==> src/rtl/ppcbg_pkg.sv <==
// ----------------------------------------------------------------------------
// ppcbg_pkg
// Shared types, constants and parity functions of the packet check byte
// generator.
// ----------------------------------------------------------------------------
package ppcbg_pkg;

  localparam int COMMAND_LIMIT = 128;
  localparam int CHECK_DEPTH   = 43;
  localparam int CHECK_AW      = $clog2(CHECK_DEPTH);
  localparam int DROP_LIMIT    = 255;
  localparam int QDEPTH        = 2;
  localparam int QAW           = (QDEPTH > 1) ? $clog2(QDEPTH) : 1;
  localparam int QCW           = $clog2(QDEPTH + 1);

  localparam logic [1:0] POS_LAST = 2'd2;

  localparam logic [7:0] PARITY_MASK [5][4] = '{
    '{8'hc0, 8'hc3, 8'hff, 8'h09},
    '{8'h38, 8'h3a, 8'h7e, 8'h13},
    '{8'h26, 8'hb5, 8'hb9, 8'h23},
    '{8'h95, 8'h6c, 8'hd5, 8'h43},
    '{8'h4b, 8'hdc, 8'he2, 8'h83}
  };

  typedef struct packed {
    logic [7:0] data_byte;
    logic [7:0] packet_size;
  } in_item_t;

  typedef struct packed {
    logic [7:0] out_byte;
    logic       is_check;
    logic       frame_end;
    logic       rejected;
  } out_item_t;

  typedef struct packed {
    logic                reject;
    logic [7:0]          data;
    logic [1:0]          pos_mod;
    logic [CHECK_AW-1:0] group;
    logic                last;
  } cmd_t;

  function automatic logic [4:0] absorb(input logic [4:0] gp, input logic [7:0] v,
                                        input logic [1:0] pos);
    logic [4:0] r;
    r = gp;
    for (int b = 0; b < 5; b++) begin
      r[b] = r[b] ^ (^(v & PARITY_MASK[b][pos]));
    end
    return r;
  endfunction

  function automatic logic [7:0] finish(input logic [4:0] gp,
                                        input logic [CHECK_AW-1:0] t);
    logic [7:0] sum;
    sum = {5'd0, t[2:0]};
    for (int b = 0; b < 5; b++) begin
      if (gp[b] ^ (^(sum & PARITY_MASK[b][3]))) begin
        sum[b+3] = ~sum[b+3];
      end
    end
    return sum;
  endfunction

endpackage

==> src/rtl/ppcbg_ram.sv <==
// ----------------------------------------------------------------------------
// ppcbg_ram
// Generic single write port, single read port RAM with registered read data.
// ----------------------------------------------------------------------------
module ppcbg_ram #(
  parameter int WIDTH = 8,
  parameter int DEPTH = 43
) (
  input  logic                     clk,
  input  logic                     we,
  input  logic [$clog2(DEPTH)-1:0] waddr,
  input  logic [WIDTH-1:0]         wdata,
  input  logic                     re,
  input  logic [$clog2(DEPTH)-1:0] raddr,
  output logic [WIDTH-1:0]         rdata
);

  logic [WIDTH-1:0] mem [DEPTH];

  always_ff @(posedge clk) begin
    if (we) begin
      mem[waddr] <= wdata;
    end
    if (re) begin
      rdata <= mem[raddr];
    end
  end

endmodule

==> src/rtl/ppcbg_front.sv <==
// ----------------------------------------------------------------------------
// ppcbg_front
// Intake: tracks byte position and sequence number, drops oversize packets
// and turns each kept byte into a command for the back end.
// ----------------------------------------------------------------------------
module ppcbg_front (
  input  logic               clk,
  input  logic               rst,
  input  logic               push,
  output logic               full,
  input  ppcbg_pkg::in_item_t in_item,
  output logic               q_push,
  output ppcbg_pkg::cmd_t    q_cmd,
  input  logic               q_full
);
  import ppcbg_pkg::*;

  logic [7:0]          byte_count, byte_count_next;
  logic [1:0]          pos_mod, pos_mod_next;
  logic [CHECK_AW-1:0] group, group_next;
  logic [1:0]          seq, seq_next;
  logic                dropping, dropping_next;

  logic       accept;
  logic [8:0] n;
  logic       too_large;
  logic       last;

  assign full      = q_full;
  assign accept    = push && !q_full;
  assign n         = {1'b0, byte_count} + 9'd1;
  assign too_large = (in_item.packet_size >= 8'(COMMAND_LIMIT)) ||
                     (in_item.packet_size == 8'd0);
  assign last      = (n >= {1'b0, in_item.packet_size}) || (n >= 9'(COMMAND_LIMIT - 1));

  always_comb begin
    byte_count_next = byte_count;
    pos_mod_next    = pos_mod;
    group_next      = group;
    seq_next        = seq;
    dropping_next   = dropping;
    q_push          = 1'b0;
    q_cmd.reject    = 1'b0;
    q_cmd.data      = in_item.data_byte;
    q_cmd.pos_mod   = pos_mod;
    q_cmd.group     = group;
    q_cmd.last      = last;
    if (byte_count == 8'd0) begin
      q_cmd.data = {1'b0, seq, in_item.data_byte[4:0]};
    end
    if (accept) begin
      if (dropping) begin
        if ((n >= {1'b0, in_item.packet_size}) || (n >= 9'(DROP_LIMIT))) begin
          dropping_next   = 1'b0;
          byte_count_next = 8'd0;
        end else begin
          byte_count_next = n[7:0];
        end
      end else if (byte_count == 8'd0 && too_large) begin
        q_push       = 1'b1;
        q_cmd.reject = 1'b1;
        if (in_item.packet_size > 8'd1) begin
          dropping_next   = 1'b1;
          byte_count_next = 8'd1;
        end
      end else begin
        q_push = 1'b1;
        if (last) begin
          byte_count_next = 8'd0;
          pos_mod_next    = 2'd0;
          group_next      = '0;
          seq_next        = seq + 2'd1;
        end else begin
          byte_count_next = n[7:0];
          if (pos_mod == POS_LAST) begin
            pos_mod_next = 2'd0;
            group_next   = group + CHECK_AW'(1);
          end else begin
            pos_mod_next = pos_mod + 2'd1;
          end
        end
      end
    end
  end

  always_ff @(posedge clk) begin
    if (rst) begin
      byte_count <= 8'd0;
      pos_mod    <= 2'd0;
      group      <= '0;
      seq        <= 2'd0;
      dropping   <= 1'b0;
    end else begin
      byte_count <= byte_count_next;
      pos_mod    <= pos_mod_next;
      group      <= group_next;
      seq        <= seq_next;
      dropping   <= dropping_next;
    end
  end

endmodule

==> src/rtl/ppcbg_queue.sv <==
// ----------------------------------------------------------------------------
// ppcbg_queue
// Short command queue between intake and check byte engine.
// ----------------------------------------------------------------------------
module ppcbg_queue (
  input  logic            clk,
  input  logic            rst,
  input  logic            wr,
  input  ppcbg_pkg::cmd_t wr_cmd,
  output logic            full,
  output logic            empty,
  output ppcbg_pkg::cmd_t rd_cmd,
  input  logic            rd
);
  import ppcbg_pkg::*;

  cmd_t           entries [QDEPTH];
  logic [QAW-1:0] wr_ptr, rd_ptr;
  logic [QCW-1:0] count;
  logic           do_wr, do_rd;

  assign full   = (count == QCW'(QDEPTH));
  assign empty  = (count == '0);
  assign rd_cmd = entries[rd_ptr];
  assign do_wr  = wr && !full;
  assign do_rd  = rd && !empty;

  always_ff @(posedge clk) begin
    if (do_wr) begin
      entries[wr_ptr] <= wr_cmd;
    end
  end

  always_ff @(posedge clk) begin
    if (rst) begin
      wr_ptr <= '0;
      rd_ptr <= '0;
      count  <= '0;
    end else begin
      if (do_wr) begin
        wr_ptr <= (wr_ptr == QAW'(QDEPTH - 1)) ? '0 : wr_ptr + QAW'(1);
      end
      if (do_rd) begin
        rd_ptr <= (rd_ptr == QAW'(QDEPTH - 1)) ? '0 : rd_ptr + QAW'(1);
      end
      if (do_wr && !do_rd) begin
        count <= count + QCW'(1);
      end else if (do_rd && !do_wr) begin
        count <= count - QCW'(1);
      end
    end
  end

endmodule

==> src/rtl/ppcbg_back.sv <==
// ----------------------------------------------------------------------------
// ppcbg_back
// Check byte engine: parity accumulation, check store, short group fill and
// check byte readout into the result register.
// ----------------------------------------------------------------------------
module ppcbg_back (
  input  logic                 clk,
  input  logic                 rst,
  input  logic                 q_empty,
  input  ppcbg_pkg::cmd_t      q_cmd,
  output logic                 q_pop,
  output logic                 empty,
  input  logic                 pop,
  output ppcbg_pkg::out_item_t out_item
);
  import ppcbg_pkg::*;

  localparam logic [2:0] ST_RUN       = 3'd0;
  localparam logic [2:0] ST_FILL      = 3'd1;
  localparam logic [2:0] ST_FILL_ABS  = 3'd2;
  localparam logic [2:0] ST_FILL_WR   = 3'd3;
  localparam logic [2:0] ST_DRAIN_RD  = 3'd4;
  localparam logic [2:0] ST_DRAIN_OUT = 3'd5;

  logic [2:0]          state, state_next;
  logic [4:0]          gp, gp_next;
  logic [CHECK_AW-1:0] t, t_next;
  logic [CHECK_AW-1:0] k, k_next;
  logic [1:0]          fill_q, fill_q_next;
  logic                out_valid, out_valid_next;
  out_item_t           out_data, out_data_next;

  logic                out_free;
  logic [4:0]          gp_abs;
  logic [CHECK_AW-1:0] fill_idx;
  logic                ram_we, ram_re;
  logic [CHECK_AW-1:0] ram_waddr, ram_raddr;
  logic [7:0]          ram_wdata, ram_rdata;

  ppcbg_ram #(
    .WIDTH(8),
    .DEPTH(CHECK_DEPTH)
  ) u_store (
    .clk  (clk),
    .we   (ram_we),
    .waddr(ram_waddr),
    .wdata(ram_wdata),
    .re   (ram_re),
    .raddr(ram_raddr),
    .rdata(ram_rdata)
  );

  assign out_free = !out_valid || pop;
  assign empty    = !out_valid;
  assign out_item = out_data;
  // k counts the borrowed check bytes of the short group and then indexes the check byte readout
  assign fill_idx = k;

  always_comb begin
    state_next     = state;
    gp_next        = gp;
    t_next         = t;
    k_next         = k;
    fill_q_next    = fill_q;
    out_valid_next = out_valid && !pop;
    out_data_next  = out_data;
    q_pop          = 1'b0;
    ram_we         = 1'b0;
    ram_waddr      = t;
    ram_wdata      = finish(gp, t);
    ram_re         = 1'b0;
    ram_raddr      = k;
    gp_abs         = absorb(gp, q_cmd.data, q_cmd.pos_mod);
    case (state)
      ST_RUN: begin
        if (!q_empty && out_free) begin
          q_pop          = 1'b1;
          out_valid_next = 1'b1;
          if (q_cmd.reject) begin
            out_data_next.out_byte  = 8'd0;
            out_data_next.is_check  = 1'b0;
            out_data_next.frame_end = 1'b0;
            out_data_next.rejected  = 1'b1;
          end else begin
            out_data_next.out_byte  = q_cmd.data;
            out_data_next.is_check  = 1'b0;
            out_data_next.frame_end = 1'b0;
            out_data_next.rejected  = 1'b0;
            if (q_cmd.pos_mod == POS_LAST) begin
              ram_we    = 1'b1;
              ram_waddr = q_cmd.group;
              ram_wdata = finish(gp_abs, q_cmd.group);
              gp_next   = 5'd0;
            end else begin
              gp_next = gp_abs;
            end
            if (q_cmd.last) begin
              t_next = q_cmd.group;
              k_next = '0;
              if (q_cmd.pos_mod == POS_LAST) begin
                state_next = ST_DRAIN_RD;
              end else begin
                fill_q_next = q_cmd.pos_mod + 2'd1;
                state_next  = ST_FILL;
              end
            end
          end
        end
      end
      ST_FILL: begin
        if (fill_idx < t) begin
          ram_re     = 1'b1;
          ram_raddr  = fill_idx;
          state_next = ST_FILL_ABS;
        end else if (fill_q == POS_LAST) begin
          state_next = ST_FILL_WR;
        end else begin
          fill_q_next = POS_LAST;
          k_next      = k + CHECK_AW'(1);
        end
      end
      ST_FILL_ABS: begin
        gp_next = absorb(gp, ram_rdata, fill_q);
        if (fill_q == POS_LAST) begin
          state_next = ST_FILL_WR;
        end else begin
          fill_q_next = POS_LAST;
          k_next      = k + CHECK_AW'(1);
          state_next  = ST_FILL;
        end
      end
      ST_FILL_WR: begin
        ram_we     = 1'b1;
        gp_next    = 5'd0;
        k_next     = '0;
        state_next = ST_DRAIN_RD;
      end
      ST_DRAIN_RD: begin
        ram_re     = 1'b1;
        state_next = ST_DRAIN_OUT;
      end
      ST_DRAIN_OUT: begin
        if (out_free) begin
          out_valid_next          = 1'b1;
          out_data_next.out_byte  = ram_rdata;
          out_data_next.is_check  = 1'b1;
          out_data_next.frame_end = (k == t);
          out_data_next.rejected  = 1'b0;
          if (k == t) begin
            state_next = ST_RUN;
          end else begin
            k_next     = k + CHECK_AW'(1);
            state_next = ST_DRAIN_RD;
          end
        end
      end
      default: begin
        state_next = ST_RUN;
      end
    endcase
  end

  always_ff @(posedge clk) begin
    if (rst) begin
      state     <= ST_RUN;
      gp        <= 5'd0;
      out_valid <= 1'b0;
    end else begin
      state     <= state_next;
      gp        <= gp_next;
      out_valid <= out_valid_next;
    end
  end

  always_ff @(posedge clk) begin
    t        <= t_next;
    k        <= k_next;
    fill_q   <= fill_q_next;
    out_data <= out_data_next;
  end

endmodule

==> src/rtl/packet_parity_check_byte_generator_core.sv <==
// ----------------------------------------------------------------------------
// packet_parity_check_byte_generator_core
// Stamps the sequence number into byte 0, passes payload bytes and appends
// one check byte per group of three bytes at packet end.
// ----------------------------------------------------------------------------
// path: a payload or error result passes the command queue and then the result register
// throughput: one payload byte per cycle while the check engine is in its run state and
//   results are popped; at packet end the check engine completes the short group, then reads
//   out each check byte (one check store read each), while the 2-entry queue absorbs new bytes
// reset: synchronous; sequence number, counters and the queue clear, check store
//   contents are not cleared
module packet_parity_check_byte_generator_core (
  input  logic                 clk,
  input  logic                 rst,
  input  logic                 push,
  output logic                 full,
  input  ppcbg_pkg::in_item_t  in_item,
  output logic                 empty,
  input  logic                 pop,
  output ppcbg_pkg::out_item_t out_item
);
  import ppcbg_pkg::*;

  logic q_push, q_full, q_empty, q_pop;
  cmd_t q_wr_cmd, q_rd_cmd;

  ppcbg_front u_front (
    .clk    (clk),
    .rst    (rst),
    .push   (push),
    .full   (full),
    .in_item(in_item),
    .q_push (q_push),
    .q_cmd  (q_wr_cmd),
    .q_full (q_full)
  );

  ppcbg_queue u_queue (
    .clk   (clk),
    .rst   (rst),
    .wr    (q_push),
    .wr_cmd(q_wr_cmd),
    .full  (q_full),
    .empty (q_empty),
    .rd_cmd(q_rd_cmd),
    .rd    (q_pop)
  );

  ppcbg_back u_back (
    .clk     (clk),
    .rst     (rst),
    .q_empty (q_empty),
    .q_cmd   (q_rd_cmd),
    .q_pop   (q_pop),
    .empty   (empty),
    .pop     (pop),
    .out_item(out_item)
  );

endmodule

==> config.mk <==
export PLATFORM = sky130hd
export DESIGN_NAME = packet_parity_check_byte_generator_core
export DESIGN_NICKNAME = d
export VERILOG_FILES = /design/src/rtl/ppcbg_pkg.sv /design/src/rtl/ppcbg_ram.sv /design/src/rtl/ppcbg_front.sv /design/src/rtl/ppcbg_queue.sv /design/src/rtl/ppcbg_back.sv /design/src/rtl/packet_parity_check_byte_generator_core.sv
export SDC_FILE = /design/constraint.sdc
export NUM_CORES = 1
export LEC_CHECK = 0
export ABC_AREA = 1
export BUFFER_PORTS_ARGS = -buffer_cell sky130_fd_sc_hd__buf_2
export CAP_MARGIN = 20
export CORE_UTILIZATION = 38
export CTS_BUF_LIST = sky130_fd_sc_hd__clkbuf_16
export CTS_CLUSTER_SIZE = 10
export DETAILED_ROUTE_END_ITERATION = 6
export PLACE_DENSITY = 0.51
export SLEW_MARGIN = 25
export SYNTH_ARGS = -nofsm -noshare
export SYNTH_HDL_FRONTEND = slang
export SYNTH_HIERARCHICAL = 1
export SYNTH_SLANG_ARGS = --single-unit
==> constraint.sdc <==
create_clock -name clk -period 12 [get_ports clk]
set_input_delay 0.6 -clock clk [delete_from_list [all_inputs] [get_ports clk]]
set_output_delay 0.6 -clock clk [all_outputs]
set_load 0.02 [all_outputs]
==> impl_metrics.env <==
export IMPL_fp_row_count=86
export IMPL_avgSynthCellArea_um2=9.89
export IMPL_start_util_pct=38.6
export IMPL_dieWidth_um=239
export IMPL_post_cts_buffers=0
export IMPL_vdd_drop_max_uv=172
export IMPL_criticalPathCategory="flip-flop to flip-flop"
export IMPL_clock_path_buffers=3
export IMPL_synth_top_area_share_pct=57.9
export IMPL_syn_to_final_growth_pct=10.0
export IMPL_antenna_found_initial=0
export IMPL_synth_most_common_cell="nand2_1"
export IMPL_worst_setup_path_end_kind="flip-flop"
export IMPL_io_pins=33
export IMPL_syn_inst=2164
export IMPL_synth_distinct_cells=50
export IMPL_synth_fa_ha_area_share_pct=1.93
export IMPL_clock_skew_ns=0.0363
export IMPL_timing_setup_tns_ns=0
export IMPL_netlist_area_mm2=0.0214
export IMPL_synth_mux_area_share_pct=1.17
export IMPL_cts_resized=0
export IMPL_gr_usage_all_layers_pct=18.6
export IMPL_grt_busiest_layer="met2"
export IMPL_synth_top_area_cell="edfxtp_1"
export IMPL_arrival_ns=4.75
export IMPL_drive_above_1_share_pct=9.52
export IMPL_ctsHoldBuffers=0
export IMPL_rsz0062_at_grt="false"
export IMPL_p_leak_nw=9.24
export IMPL_hold_viol_final=0
export IMPL_vias=14800
export IMPL_min_delay_start="in_item[9]"
export IMPL_cts_sink_count=446
export IMPL_max_cap_viol_count=0
export IMPL_cts_buffers=52
export IMPL_ctsHtreeMaxLevel=2
export IMPL_cts_tree="built"
export IMPL_drt_iter0_drc=900
export IMPL_port_buffers=32
export IMPL_synthXorXnorAreaFrac_pct=1.66
export IMPL_synth_top_family_by_area="simple AND/OR/NAND/NOR gates"
export IMPL_hp_class="input pin to flip-flop"
export IMPL_path_max_fanout=48
export IMPL_fin_crit_sh_pct=37.7
export IMPL_grt_pass1_wl_um=81400
export IMPL_route_detailed_drc=0
export IMPL_required_ns=12.22
export IMPL_ys_top_cells_by_area="edfxtp_1 58%, nand2_1 12%, nand3_1 7.4%"
export IMPL_postRouteAntennaNets=0
export IMPL_clk_pin_slew_ns=0.05
export IMPL_yosys_warnings=6
export IMPL_synth_nets=2217
export IMPL_synth_compound_area_share_pct=3.62
export IMPL_drt_wl_total_um=52700
export IMPL_grt_pass1_vias=14300
export IMPL_status="finished, final reports clean"
export IMPL_grt_use_met2_pct=31.0
export IMPL_powerDensity_mw_per_mm2=260
export IMPL_place_hpwl_um=33800
export IMPL_drtPass1Iterations=5
export IMPL_setup_viol=0
export IMPL_synth_common_cells="657 x nand2_1, 413 x edfxtp_1, 316 x nand3_1"
export IMPL_fin_util_pct=42.5
export IMPL_synth_edf_count=413
export IMPL_core_area_mm2=0.0554
export IMPL_post_drt_wl_per_cell_um=17.9
export IMPL_vias_per_cell=5.03
export IMPL_clock_latency_ns=0.62
export IMPL_max_freq_mhz=221
export IMPL_dieArea_mm2=0.0573
export IMPL_grt_max_degree=107
export IMPL_slew_viol_final=0
export IMPL_gr_usage_met3_pct=2.64
export IMPL_fin_nets=2226
export IMPL_ys_seq_elements=446
export IMPL_gp_congestion=0.847
export IMPL_yosys_most_used_dff="edfxtp_1"
export IMPL_yosysSeqAreaShare_pct=61.0
export IMPL_root_buffer="clkbuf_16"
export IMPL_slew_headroom_pct=33.5
export IMPL_synthSimpleGateAreaFrac_pct=24.4
export IMPL_async_reset_ff_share_pct=0
export IMPL_period_needed_ns=4.53
export IMPL_grtUsageMet1_pct=25.0
export IMPL_fp_dieH_um=239
export IMPL_overflow=0
export IMPL_tightest_slew_ns=0.998
export IMPL_crit_path_start_kind="flip-flop"
==> cell usage in the layout (no fill, tap or decap), drive strengths merged, types with 3 or more instances in the layout <==
cell type    n
a21o         3
clkbuf      54
buf         50
a21oi       47
inv        193
nand3      320
nand2      674
dfxtp       33
nand4       17
xor2        21
clkinv      10
ha          33
xnor2       17
o22ai       16
nor2       167
nor3        20
mux2        19
edfxtp     413
o21ai       73
==> report_power, final <==
| part | switching [mW] | internal [mW] | total (mW) | leakage, nW |
|---|---|---|---|---|
| clock | 0.598 | 0.784 | 1.38 | 0.769 |
| sequential | 0.0914 | 2.06 | 2.15 | 4.01 |
| combinational | 1.87 | 0.722 | 2.59 | 4.45 |
==> worst max-delay path, stage by stage (launching register included) <==
cell	delay, ns
dfxtp_1	0.30
buf_4	0.29
mux2_2	0.44
inv_1	0.11
ha_1	0.35
nand2_1	0.22
nor2_8	0.31
nand2_1	0.15
o21ai_4	0.07
buf_4	0.47
inv_1	0.17
nor3_1	0.41
nand2_1	0.24
nor2_1	0.59
==> path summary, 6_finish.rpt <==
path | end | depth (start not counted) | slack [ns]
max | u_back/u_store/mem[42][3] | 13 | 7.47
min | u_queue/entries[0][10] | 1 | 0.20
max reg2reg | u_back/u_store/mem[42][3] | 13 | 7.47
min reg2reg | u_front/seq[1] | 2 | 0.50
==> stage by stage <==
stage	total power [mW]	hold WS, ns	setup slack (ns)	area, um2	std cells
global placement	4.76	0.480	7.10	22000	2866
global route	6.54	0.176	7.15	23500	2944
floorplan	4.02	0.448	7.09	21400	2164
finish	6.12	0.203	7.47	23500	2945
CTS	6.19	0.167	6.91	23500	2943
detailed placement	4.79	0.495	6.86	22000	2866
==> registers in the layout, indices dropped and copies added, names as in the netlist, 3 cells and up, named ones only <==
name,flops
u_back/fill_idx,6
u_back/gp,5
u_back/out_item,11
u_back/state,3
u_back/t,6
u_back/u_store/mem,344
u_back/u_store/rdata,8
u_front/byte_count,8
u_front/group,6
u_queue/entries,36
==> cell families after synthesis <==
family / after synthesis
XOR/XNOR: 38
flip-flops: 446
AO/OA/AOI/OAI: 143
AND/OR/NAND/NOR: 1209
multiplexers: 19
buffers and inverters: 276
adder cells (fa/ha/maj): 33
==> final cells by class <==
| class | instances | area (um2) |
|---|---|---|
| inverters | 180 | 681 |
| multi-input cells | 1442 | 7110 |
| well taps | 748 | 936 |
| clock buffers | 53 | 1330 |
| fillers | 5326 | 31900 |
| flip-flops and latches | 446 | 13100 |
| repair buffers | 51 | 304 |
| clock inverters | 24 | 129 |
| diodes | 1 | 2.50 |
==> metal layers <==
layer  up-vias  share of wire, %
li1       7309                 -
met1      7125                46
met2       289                48
met3        83               4.0
met4         0               2.4
met5         -                 0
Power figures use the tool's default switching activity.
